## src/fplm_ram.sv

```systemverilog
// generic single port ram with registered read
// no dependencies
module fplm_ram #(
    parameter int WIDTH = 8,
    parameter int DEPTH = 16
) (
    input  logic                     clk,
    input  logic                     we,
    input  logic [$clog2(DEPTH)-1:0] addr,
    input  logic [WIDTH-1:0]         wdata,
    output logic [WIDTH-1:0]         rdata
);
    logic [WIDTH-1:0] mem [DEPTH];

    // write and registered read
    always_ff @(posedge clk)
    begin
        if (we)
        begin
            mem[addr] <= wdata;
        end
        rdata <= mem[addr];
    end
endmodule

```

## config.mk

```make
export PLATFORM = sky130hd
export DESIGN_NAME = fplm_ram
export DESIGN_NICKNAME = d
export VERILOG_FILES = /design/src/fplm_ram.sv
export SDC_FILE = /design/constraint.sdc
export NUM_CORES = 1
export LEC_CHECK = 0
export BUFFER_PORTS_ARGS = -buffer_cell sky130_fd_sc_hd__buf_2
export CAP_MARGIN = 20
export CORE_UTILIZATION = 50
export DETAILED_ROUTE_END_ITERATION = 8
export PLACE_DENSITY = 0.69
export SLEW_MARGIN = 10
export SYNTH_ARGS = -nofsm -noshare
export SYNTH_HDL_FRONTEND = slang
export SYNTH_SLANG_ARGS = --single-unit
export TNS_END_PERCENT = 5
```

## constraint.sdc

```tcl
create_clock -name clk -period 1.52 [get_ports clk]
set_input_delay 0.152 -clock clk [delete_from_list [all_inputs] [get_ports clk]]
set_output_delay 0.152 -clock clk [all_outputs]
set_load 0.05 [all_outputs]
```

==> flow_metrics.env <==
export IMPL_grt_pass1_vias=2525
export IMPL_vias=2441
export IMPL_port_buffers=21
export IMPL_rsz0062_at_grt="no"
export IMPL_area_growth_pct=21.9
export IMPL_synthDistinctLibCells=18
export IMPL_synth_area_leaders="edfxtp_1 76%, mux4_2 14%, dfxtp_1 3.2%"
export IMPL_start_util_pct=51.6
export IMPL_fp_row_count=36
export IMPL_die_h_um=103
export IMPL_die_width_um=103
export IMPL_ys_flop_type="edfxtp_1"
export IMPL_hold_violations=0
export IMPL_power_total_mw=8.84
export IMPL_crit_end="rdata[0]"
export IMPL_final_setup_viol_count=0
export IMPL_synth_ff_latch_count=136
export IMPL_yosysMostFrequentCell="edfxtp_1"
export IMPL_drive_gt1_share_pct=36.8
export IMPL_vdd_ir_drop_max_mv=1.21
export IMPL_async_flop_share_pct=0
export IMPL_first_iter_violations=190
export IMPL_synth_edf_count=128
export IMPL_p_leak_nw=2.09
export IMPL_ios=22
export IMPL_fillCellCount=692
export IMPL_maxSlewViolCount=0
export IMPL_r2r_end="rdata[0]"
export IMPL_timing_rr_start="mem[2][0]"
export IMPL_clock_skew_ns=0.00589
export IMPL_dr_pass1_iters=4
export IMPL_drv_cap=0
export IMPL_core_area_um2=9820
export IMPL_yosys_top_cells_count="128 x edfxtp_1, 32 x mux4_2, 16 x a22oi_1"
export IMPL_worstSetupStartpoint="mem[2][0]"
export IMPL_netlist_area_leader_share_pct=75.9
export IMPL_clock_latency_ns=0.51
export IMPL_synth_cells=230
export IMPL_nNetsFinal=305
export IMPL_status="complete, no violations"
export IMPL_grt_start_max_net_pins=22
export IMPL_tightest_slew_ns=0.815
export IMPL_p_per_area_nw_per_um2=1430
export IMPL_synth_area_leader_cell="edfxtp_1"
export IMPL_cts_tree="built"
export IMPL_slew_headroom_pct=45.6
export IMPL_cts_root_buf="clkbuf_8"
export IMPL_crit_arrival_ns=1.76
export IMPL_place_gp_congestion=0.767
export IMPL_place_ws_ns=-0.0356
export IMPL_cp_start_kind="register"
export IMPL_antennaDiodeCount=0
export IMPL_syn_num_nets=244
export IMPL_grt_pass1_wl_um=14700
export IMPL_final_min_clock_period_ns=1.36
export IMPL_cts_setup_buffers=0
export IMPL_max_freq_ghz=0.734
export IMPL_via_per_inst=5.59
export IMPL_antenna_found_initial=0
export IMPL_clk_transition_reported_paths_ns=0.06
export IMPL_crit_fanout=1
export IMPL_r2r_slack_ns=0.16
export IMPL_route_detailed_drc=0
export IMPL_hp_class="in2reg"
export IMPL_syn_area_um2=5070
export IMPL_post_cts_resized=0
export IMPL_fin_ws_ns=0.157
export IMPL_die_area_um2=10500
export IMPL_fin_crit_sh_pct=89.6
export IMPL_crit_required_ns=1.92
export IMPL_synth_avg_cell_area_um2=22.0
export IMPL_cts_max_level=4
export IMPL_fin_setup_tns_ns=0
export IMPL_clock_sinks=136
export IMPL_grt_usage_pct=20.7
export IMPL_path_class="reg2reg"
export IMPL_antenna_left=0
export IMPL_ys_warn_count=0
export IMPL_end_kind="register"
export IMPL_reg2regPathDepth=3
export IMPL_hpwlAfterDp_um=6150
export IMPL_numCtsBuffers=17
export IMPL_wl_per_cell_um=22.3
export IMPL_wirelength_um=9740
export IMPL_gr_total_overflow=0
export IMPL_synth_seq_area_share_pct=79.0
export IMPL_clock_path_buffers=2
==> sequential cells by signal (all words and copies together), names as in the netlist <==
name / flops
mem: 128
rdata: 8
==> power by group <==
group | internal (mW) | leakage, nW | total, mW | switching, mW
logic | 0.196 | 0.577 | 0.505 | 0.309
clock network | 2.65 | 0.285 | 4.12 | 1.47
registers | 4.19 | 1.22 | 4.22 | 0.0240
total | 7.04 | 2.09 | 8.84 | 1.80
==> logic make-up (layout without fill, tap and decap cells) <==
logic type      Yosys count  in the layout  synth area share (%)
mux                      32             32                  14.2
flops                   136            136                  79.0
buf+inv                  11             85                  1.19
compound gates           16             16                  2.37
simple gates             35             35                  3.21
==> how the worst min path moves through the flow <==
| stage | from | endpoint | slack [ns] | cells past startpoint |
|---|---|---|---|---|
| 2_1_floorplan | wdata[0] | mem[0][0] | 0.25 | 0 |
| 3_3_place_gp | wdata[3] | mem[5][3] | 0.53 | 1 |
| 3_5_place_dp | wdata[3] | mem[7][3] | 0.55 | 1 |
| 4_1_cts | wdata[1] | mem[12][1] | 0.003 | 1 |
| 5_1_grt | wdata[7] | mem[2][7] | 0.02 | 1 |
| 6_report | wdata[6] | mem[7][6] | 0.03 | 1 |
==> placed cells by master, fill, tap and decap left out, drive strengths merged, types with 4 or more instances in the layout <==
cell	Yosys	layout
nand2	9	9
nor3	4	4
buf	8	51
clkbuf	3	19
mux4	32	32
edfxtp	128	128
clkinv	0	6
a22oi	16	16
dfxtp	8	8
bufinv	0	4
nor2	13	13
==> worst max-delay path, stage by stage (launching register included) <==
cell      delay, ns
edfxtp_1       0.38
mux4_2         0.48
a22oi_1        0.30
nand2_1        0.08
==> metal layers <==
layer,up-vias,global-route usage (%),wire length (um)
met5,-,0,0
met4,0,8.24,154
met3,15,5.29,264
met2,47,32.3,4930
met1,1296,28.4,4400
li1,1083,-,-
==> repair_timing <==
item	4_1_cts	5_1_grt
endpoints found under the hold margin	18	0
hold buffers	2	0
endpoints found under the setup margin	0	0
==> stage by stage <==
stage,cell area [um^2],std cells,util (%),hold slack (ns)
after floorplan,5070,230,-,0.251
after global placement,5560,403,56.6,0.534
after detailed placement,5560,403,56.6,0.548
after CTS,6180,437,62.9,0.00317
after global routing,6180,437,62.9,0.0201
final,6180,437,62.9,0.0285
==> layout make-up <==
class	count	area (um^2)	area share, %
clock inverters	13	178	2.88
flip-flops and latches	136	4000	64.8
multi-input cells	83	1010	16.3
clock buffers	19	422	6.82
repair buffers	53	400	6.48
well taps	133	166	2.69
No activity file was read; power rests on OpenSTA's default activity.
