**config.mk**
```make
export PLATFORM = sky130hd
export DESIGN_NAME = fplm_cell
export DESIGN_NICKNAME = d
export VERILOG_FILES = /design/src/fplm_cell.sv
export SDC_FILE = /design/constraint.sdc
export NUM_CORES = 1
export LEC_CHECK = 0
export BUFFER_PORTS_ARGS = -buffer_cell sky130_fd_sc_hd__buf_2
export CORE_ASPECT_RATIO = 1.1
export CORE_MARGIN = 8
export CORE_UTILIZATION = 31
export CTS_BUF_LIST = sky130_fd_sc_hd__clkbuf_16
export DETAILED_ROUTE_END_ITERATION = 8
export PLACE_DENSITY = 0.6
export SYNTH_ARGS = -nofsm -noshare
export SYNTH_HDL_FRONTEND = slang
export SYNTH_SLANG_ARGS = --single-unit
```
**constraint.sdc**
```tcl
create_clock -name clk -period 4 [get_ports clk]
set_clock_uncertainty 0.1 [all_clocks]
set_input_delay 1.2 -clock clk [delete_from_list [all_inputs] [get_ports clk]]
set_output_delay 1.2 -clock clk [all_outputs]
set_load 0.03 [all_outputs]
```
**src/fplm_cell.sv**
```systemverilog
// one symmetry cell: holds one transformed candidate and compares it with
// the library word passing through; no dependencies
module fplm_cell #(
    parameter int CELLS = 64
) (
    input  logic             clk,
    input  logic             rst_n,
    input  logic             load,
    input  logic [CELLS-1:0] cand,
    input  logic [CELLS-1:0] lib_in,
    input  logic             lv_in,
    input  logic             hit_in,
    output logic [CELLS-1:0] lib_out,
    output logic             lv_out,
    output logic             hit_out
);
    logic [CELLS-1:0] cand_reg;

    // candidate capture
    always_ff @(posedge clk)
    begin
        if (load)
        begin
            cand_reg <= cand;
        end
        lib_out <= lib_in;
    end

    // hit flag and valid move one cell per cycle
    always_ff @(posedge clk or negedge rst_n)
    begin
        if (!rst_n)
        begin
            lv_out  <= 1'b0;
            hit_out <= 1'b0;
        end
        else
        begin
            lv_out  <= lv_in & ~load;
            hit_out <= hit_in | (lv_in & (lib_in == cand_reg));
        end
    end
endmodule

```
==> qor.csv, run 1 <==
metric;value;unit
worstPathCellList;buf_2;
fin_crit_sh;0.570;
crit_start;hit_out;
maxCapViolations;0;
vias;2639;
grt_overflow_total;0;
synth_top_area_frac;0.469;
drc;0;
clk_pin_slew;50;ps
power_switching_share;0.214;
synth.area.top_cells;edfxtp_1, dfxtp_1, xor2_1;
endpoint_kind;output pin;
ys_ff_latch;130;
grt_pass1_wl;15.4;mm
drv_slew;0;
fin_util;0.455;
avgSynthCellArea;17.5;um^2
first_pass_iters;4;
wire_per_inst;16.3;um
yosysSeqAreaShare;0.793;
synthFlopType;edfxtp_1;
yosys_warnings;0;
wirelength;10.2;mm
gp_congestion;0.708;
pwr-share-seq;0.443;
grt_pass1_vias;3044;
antenna_found_initial;2;
holdWs;480;ps
min_period;2280;ps
worst-setup-path-type;reg2out;
fin_area;5940;um^2
worstSkewPairLatency;400;ps
hold_buffers;0;
switchingPower;734;uW
synth.largest_area_cell;edfxtp_1;
synth_edf_count;64;
holdCritPathClass;in2async;
die_area;17200;um^2
slowest_stage;dfrtp_1;
grt_max_degree;37;
p_per_area;579;nW/um^2
clock-sinks;130;
cp_top_family;flip-flops;
initial_core_util;0.314;
cp.depth;1;
synth_common_cells;dfxtp_1, edfxtp_1, xor2_1;
run_status;complete, no violations;
cts_tree;yes;
drive_gt1_frac;0.506;
clock.fmax;439;MHz
ir_drop;0.000363;V
dpl.hpwl;8.19;mm
netlist_instances;235;
post_cts_buffers;0;
p_int;2.70;mW
portBuffers;198;
ys_types;25;
num_rows;44;
worst_ep_required_time;2700;ps
r2r_end;hit_out;
cts_buffer_depth;2;
synth_compound_area_frac;0.0369;
synth-adder-area-share;0;
pin_count;199;
fin_setup_tns;0;ps
cts_inserted_buffers;17;
finalPower;3.44;mW
antenna_left;0;
core;13000;um^2
post_drt_via_cell_ratio;4.20;
critPathBufInv;1;
worstPathArrival;980;ps
synthXorXnorAreaFrac;0.105;
crit_fanout;1;
p_leak;2.61;nW
hold_viol;0;
dpl_cell_area;5310;um^2
reg2reg_depth;5;
rsz0062_at_grt;false;
root_buffer;clkbuf_16;
slowest_delay;390;ps
grtUsageTotal;0.120;
muxShareOfSynthArea;0;
final_net_count;586;
die_h;137;um
post_cts_resized;0;
synth_nets;368;
netlist_area;4100;um^2
synth_top_family_by_area;XOR/XNOR gates;
r2r_slack;2320;ps
drtIter0Drc;115;
relSlewSlack;0.518;
pwr-share-comb;0.085;
htree_levels;4;
yosys.area_share.simple;0.0516;
start_kind;flop;
worstSetupEndpoint;hit_out;
setup_violations;0;
r2r_start;cand_reg[48];
fp.dieW;126;um
area_growth;44.8;%
ys_async_sr_fraction;0.0154;
worst_slew_pin_slew;723;ps
clkPwrFrac;0.472;
worst min path at each step:
| stage | to | slack (ps) | depth (start not counted) |
|---|---|---|---|
| global route | lv_out | 460 | 1 |
| floorplan | hit_out | 610 | 3 |
| detailed placement | hit_out | 700 | 4 |
| finish | hit_out | 480 | 1 |
| CTS | lv_out | 460 | 1 |
| global placement | hit_out | 680 | 3 |
power by group through the flow:
stage | clock [mW] | combinational, mW | sequential [mW]
2_1_floorplan | 0 | 0.0789 | 1.62
3_3_place_gp | 0 | 0.295 | 1.55
3_5_place_dp | 0 | 0.298 | 1.55
4_1_cts | 1.66 | 0.299 | 1.53
5_1_grt | 1.72 | 0.317 | 1.53
6_report | 1.62 | 0.292 | 1.52
cells by family (layout without fill, tap and decap cells):
kind of cell	count (synthesis)	in the layout
buf+inv	15	246
compound gates	14	14
xor+xnor	49	49
simple gates	27	27
other cells	0	1
flops	130	130
cell type report:
type	instances	area, um^2
Clock inverter	15	196
Multi-Input combinational cell	90	792
Clock buffer	17	425
Fill cell	1223	7110
Timing Repair Buffer	199	1010
Inverter	15	56.3
Sequential cell	130	3250
Tap cell	161	201
Antenna cell	1	2.50
routing by layer:
metal	vias up	part of all wire	wire length, um	global-route usage
met3	12	0.11	1100	0.0768
met5	-	0.0025	26	0
met2	115	0.48	4890	0.197
met1	1228	0.40	4080	0.119
met4	4	0.011	112	0.0508
li1	1280	-	-	-
cells in the final DEF (no fill, tap or decap), types with 5 or more instances in the layout:
cell type / n
dfxtp_1: 64
xor2_1: 32
inv_1: 16
bufinv_16: 5
clkbuf_16: 17
nor2b_1: 5
nand4_1: 7
edfxtp_1: 64
nor4_2: 5
buf_2: 198
xnor2_1: 17
through the flow:
stage,worst slack (ps),cells
floorplan,1730,235
global placement,1330,595
detailed placement,1310,595
CTS,1690,627
global route,1680,627
finish,1720,628
Power figures use the tool's default switching activity.
==> inputs of run 2 (changes only) <==
Settings changed: ABC_AREA set to 1, PLACE_DENSITY 0.6 to 0.59.
Clock period 4 ns to 2.4 ns, I/O delays scaled along.
==> qor.csv, run 2 <==
metric;value;unit;change
core;13800;um^2;was 13000 um^2
start_kind;flop;;unchanged
wirelength;10.7;mm;was 10.2 mm
clock.fmax;567;MHz;
first_pass_iters;4;;unchanged
wire_per_inst;13.3;um;was 16.3 um
antenna_found_initial;1;;was 2
worst-setup-path-type;reg2out;;unchanged
num_rows;45;;was 44
synth_nets;518;;was 368
post_drt_via_cell_ratio;3.99;;was 4.20
synth.area.top_cells;edfxtp_1, dfxtp_1, nand2_1;;was edfxtp_1, dfxtp_1, xor2_1
p_leak;3.03;nW;was 2.61 nW
top_usage_layer;met2;;unchanged
synth_common_cells;nand2_1, dfxtp_1, edfxtp_1;;was dfxtp_1, edfxtp_1, xor2_1
run_status;complete, no violations;;unchanged
synth.largest_area_cell;edfxtp_1;;unchanged
post_cts_resized;0;;unchanged
rsz0062_at_grt;false;;unchanged
yosysMostFrequentCell;nand2_1;;
hold_viol;0;;unchanged
setup_violations;0;;unchanged
ys_ff_latch;130;;unchanged
r2r_start;cand_reg[49];;was cand_reg[48]
yosys_warnings;0;;unchanged
pin_count;199;;unchanged
fin_crit_sh;0.735;;
mostFrequentLayoutCell;buf_2;;unchanged
dpl_cell_area;5600;um^2;was 5310 um^2
grt_pass1_vias;3432;;was 3044
cts_inserted_buffers;17;;unchanged
antenna_left;0;;unchanged
diodes;0;;was 1
htree_levels;4;;unchanged
endpoint_kind;output pin;;unchanged
die_area;18100;um^2;was 17200 um^2
slowest_stage;dfrtp_1;;unchanged
dpl.hpwl;8.41;mm;was 8.19 mm
vias;3209;;was 2639
root_buffer;clkbuf_16;;unchanged
drc;0;;unchanged
gp_congestion;0.773;;was 0.708
holdCritPathClass;in2reg;;was in2async
grt_use_met2;0.207;;was 0.197
cts_buffer_depth;2;;unchanged
netlist_instances;385;;was 235
cp.depth;1;;unchanged
worstPathArrival;940;ps;was 980 ps
ir_drop;0.000460;V;was 0.000363 V
fin_area;6150;um^2;was 5940 um^2
final_net_count;737;;was 586
p_per_area;879;nW/um^2;was 579 nW/um^2
worstSkewPairLatency;410;ps;was 400 ps
slowest_delay;350;ps;was 390 ps
clk_pin_slew;50;ps;about the same
clock-sinks;130;;unchanged
netlist_area;4350;um^2;was 4100 um^2
min_period;1760;ps;
nFillCells;1315;;was 1223
ys_async_sr_fraction;0.0154;;unchanged
yosysSeqAreaShare;0.747;;was 0.793
worst_ep_required_time;1580;ps;was 2700 ps
worstSetupEndpoint;hit_out;;unchanged
drtIter0Drc;98;;was 115
final_cell_mix;buf_2, nand2_1, inv_1;;was buf_2, edfxtp_1, dfxtp_1
regArea;3250;um^2;unchanged
area_growth;41.2;%;was 44.8%
cp_top_family;flip-flops;;unchanged
r2r_end;hit_out;;unchanged
grt_pass1_wl;16.6;mm;was 15.4 mm
multiInputGateArea;868;um^2;was 792 um^2
initial_core_util;0.316;;was 0.314
fp.dieW;129;um;was 126 um
post_cts_buffers;0;;unchanged
fin_setup_tns;0;ps;unchanged
crit_fanout;1;;unchanged
die_h;140;um;was 137 um
synthFlopType;edfxtp_1;;unchanged
crit_start;hit_out;;unchanged
avgSynthCellArea;11.3;um^2;was 17.5 um^2
drv_slew;0;;unchanged
worstPathCellList;buf_2;;unchanged
synth_edf_count;64;;unchanged
cts_tree;yes;;unchanged
critPathBufInv;1;;unchanged
drive_gt1_frac;0.365;;was 0.506
r2r_slack;990;ps;was 2320 ps
ys_types;15;;was 25
grt_max_degree;66;;was 37
grtUsageTotal;0.122;;was 0.120
grt_overflow_total;0;;unchanged
portBuffers;198;;unchanged
synth_top_area_frac;0.441;;was 0.469
worst_slew_pin_slew;394;ps;was 723 ps
grtUsageMet1;0.124;;was 0.119
relSlewSlack;0.737;;was 0.518
maxCapViolations;0;;unchanged
reg2reg_depth;9;;was 5
grt_use_met3;0.0607;;was 0.0768
==> run 2: kinds of logic after synthesis <==
kind of cell | Yosys count | share of synthesized area
buffers and inverters | 62 | 0.0534
DFF | 130 | 0.747
and+or+nand+nor | 157 | 0.140
xor gates and xnor gates | 21 | 0.0422
AOI/OAI and AO/OA | 15 | 0.0172
==> run 2: layer usage <==
layer,vias to the layer above,share of wire
met1,1428,0.40
met2,126,0.50
li1,1639,-
met5,-,0.00075
met3,14,0.093
met4,2,0.014
==> run 2: worst min path at each step <==
| stage | from | cells after the start | endpoint | slack [ps] |
|---|---|---|---|---|
| floorplan | rst_n | 0 | hit_out | 320 |
| global placement | rst_n | 1 | lv_out | 420 |
| detailed placement | rst_n | 1 | lv_out | 420 |
| CTS | lib_in[55] | 1 | lib_out[55] | 300 |
| global route | lib_in[55] | 1 | lib_out[55] | 300 |
| finish | lib_in[51] | 1 | lib_out[51] | 320 |
==> run 2: where the power goes <==
part | total, mW | switching (mW) | internal, mW
logic | 0.505 | 0.307 | 0.199
registers | 2.54 | 0.0493 | 2.49
clock network | 2.36 | 0.879 | 1.48
==> run 2: stage by stage <==
stage	util	hold slack (ps)	instances	worst slack (ps)	total power, mW
6_report	0.446	324	805	637	5.40
5_1_grt	0.446	297	805	587	5.66
4_1_cts	0.446	301	805	610	5.48
3_5_place_dp	0.406	421	772	510	3.10
3_3_place_gp	0.406	419	772	520	3.09
2_1_floorplan	-	324	385	889	2.84
==> run 2: repair_timing <==
item / 4_1_cts / 5_1_grt
hold buffers: 1 / 0
endpoints found under the hold margin: 2 / 0
endpoints found under the setup margin: 0 / 0
==> run 2: final cells by class <==
cell class | count | share of cell area
Sequential cell | 130 | 0.529
Timing Repair Buffer | 200 | 0.166
Multi-Input combinational cell | 193 | 0.141
Clock buffer | 17 | 0.0692
Tap cell | 188 | 0.0383
Inverter | 62 | 0.0378
Clock inverter | 15 | 0.0185
==> inputs of run 3 (changes only) <==
Settings changed: ABC_AREA 1 to 0, PLACE_DENSITY 0.59 to 0.62.
Clock period 2.4 ns to 1.6 ns, I/O delays scaled along.
==> qor.csv, run 3 (synthesis gave the netlist of run 1 again) <==
metric;value;unit;change
worst_slew_pin_slew;345;ps;was 394 ps
crit_fanout;1;;unchanged
post_drt_via_cell_ratio;4.19;;was 3.99
layout.cells.non_filler;639;;was 805
htree_levels;4;;unchanged
first_pass_iters;4;;unchanged
setup_violations;1;;was 0
multiInputGateArea;817;um^2;was 868 um^2
place_ws;-400;ps;was 510 ps
min_path_cells;1;;unchanged
start_kind;flop;;unchanged
regArea;3250;um^2;unchanged
post_cts_buffers;0;;unchanged
relSlewSlack;0.770;;was 0.737
mostFrequentLayoutCell;buf_2;;unchanged
clk_pin_slew;60;ps;was 50 ps
finalPower;8.27;mW;was 5.40 mW
worstPathArrival;1870;ps;was 940 ps
r2r_start;cand_reg[52];;was cand_reg[49]
fin_crit_sh;1.02;;
hold_viol;0;;unchanged
dpl_cell_area;5410;um^2;was 5600 um^2
fp.dieW;126;um;was 129 um
grtUsageTotal;0.119;;was 0.122
rsz0062_at_grt;true;;was false
gp_congestion;0.727;;was 0.773
nFillCells;1191;;was 1315
die_area;17200;um^2;was 18100 um^2
r2r_end;hit_out;;unchanged
num_rows;44;;was 45
p_leak;2.65;nW;was 3.03 nW
grt_overflow_total;0;;unchanged
holdWs;93.4;ps;was 324 ps
fin_util;0.461;;was 0.446
worst_ep_required_time;1840;ps;was 1580 ps
grt_pass1_wl;15.5;mm;was 16.6 mm
reg2reg_depth;5;;was 9
setup_ws;-27.5;ps;was 637 ps
wirelength;10.2;mm;was 10.7 mm
endpoint_kind;flop;;was output pin
dpl.hpwl;8.14;mm;was 8.41 mm
cts_buffer_depth;2;;unchanged
p_per_area;1370;nW/um^2;was 879 nW/um^2
fin_setup_tns;-27.5;ps;was 0 ps
final_net_count;598;;was 737
clock-sinks;130;;unchanged
drc;0;;unchanged
worst-setup-path-type;reg2reg;;was reg2out
r2r_slack;-30;ps;was 990 ps
core;13000;um^2;was 13800 um^2
cts_tree;yes;;unchanged
antenna_found_initial;4;;was 1
maxCapViolations;0;;unchanged
min_period;1630;ps;
wire_per_inst;16.0;um;was 13.3 um
initial_core_util;0.314;;was 0.316
holdCritPathClass;in2reg;;unchanged
grt_max_degree;40;;was 66
portBuffers;198;;unchanged
violations;setup timing;;
fin_area;6010;um^2;was 6150 um^2
grt_pass1_vias;3113;;was 3432
die_h;137;um;was 140 um
area_growth;46.6;%;was 41.2%
root_buffer;clkbuf_16;;unchanged
antenna_left;0;;unchanged
diodes;0;;unchanged
pin_count;199;;unchanged
dp_cells;606;;was 772
cts_inserted_buffers;17;;unchanged
ir_drop;0.000891;V;was 0.000460 V
drv_slew;0;;unchanged
drtIter0Drc;119;;was 98
holdCritStartpoint;lib_in[49];;was lib_in[51]
final_cell_mix;buf_2, edfxtp_1, dfxtp_1;;was buf_2, nand2_1, inv_1
vias;2679;;was 3209
worstSkewPairLatency;400;ps;was 410 ps
drive_gt1_frac;0.523;;was 0.365
clock.fmax;614;MHz;
min_to;lib_out[49];;was lib_out[51]
run_status;finished, violations left;;was complete, no violations
-- run 3: cell types whose count changed in the layout (fill, tap and decap cells not counted), moves of 4 or more --
cell | before | now
nor4_2 | 0 | 9
nor2_1 | 53 | 1
o22ai_1 | 0 | 4
xnor2_1 | 13 | 17
nand4_1 | 1 | 7
nand2_1 | 94 | 0
inv_1 | 68 | 17
nor2b_1 | 0 | 5
o21ai_0 | 13 | 1
nand3_1 | 5 | 1
buf_4 | 0 | 10
xor2_1 | 8 | 32
-- run 3: per-layer routing --
metal	global-route usage	up-vias	share of wire
li1	-	1306	-
met1	0.115	1229	0.38
met2	0.199	120	0.49
met3	0.0826	16	0.12
met4	0.0427	8	0.0097
met5	0	-	0.0056
-- run 3: how the worst max path moves through the flow --
stage | from | slack [ps] | end
CTS | cand_reg[47] | -60 | hit_out
finish | cand_reg[52] | -30 | hit_out
floorplan | lib_in[33] | 50 | hit_out
global placement | lib_in[13] | -340 | hit_out
detailed placement | lib_in[13] | -400 | hit_out
global route | cand_reg[52] | -100 | hit_out
-- run 3: where the power goes --
group	switching, mW	total, mW	internal [mW]
Combinational	0.436	0.765	0.329
Sequential	0.0766	3.81	3.73
Clock	1.35	3.69	2.34
Total	1.86	8.27	6.40
-- run 3: critical path, cell delays in order, from the launching register on --
cell and delay (ps):
edfxtp_1 370, xor2_1 160, nor4_2 310, nand3_1 190, nor4_2 280, a31o_1 170
-- run 3: final cells by class --
class                   instances  share of cell area
repair buffers                211               0.186
clock buffers                  18              0.0749
inverters                      15             0.00936
flip-flops and latches        130               0.541
clock inverters                14              0.0200
multi-input cells              90               0.136
well taps                     161              0.0335
-- run 3: what timing repair did --
item / in CTS / in global routing
gates resized for setup: 3 / 1
endpoints found under the hold margin: 2 / 0
pin swaps: 9 / 1
hold buffers: 1 / 0
endpoints found under the setup margin: 1 / 1
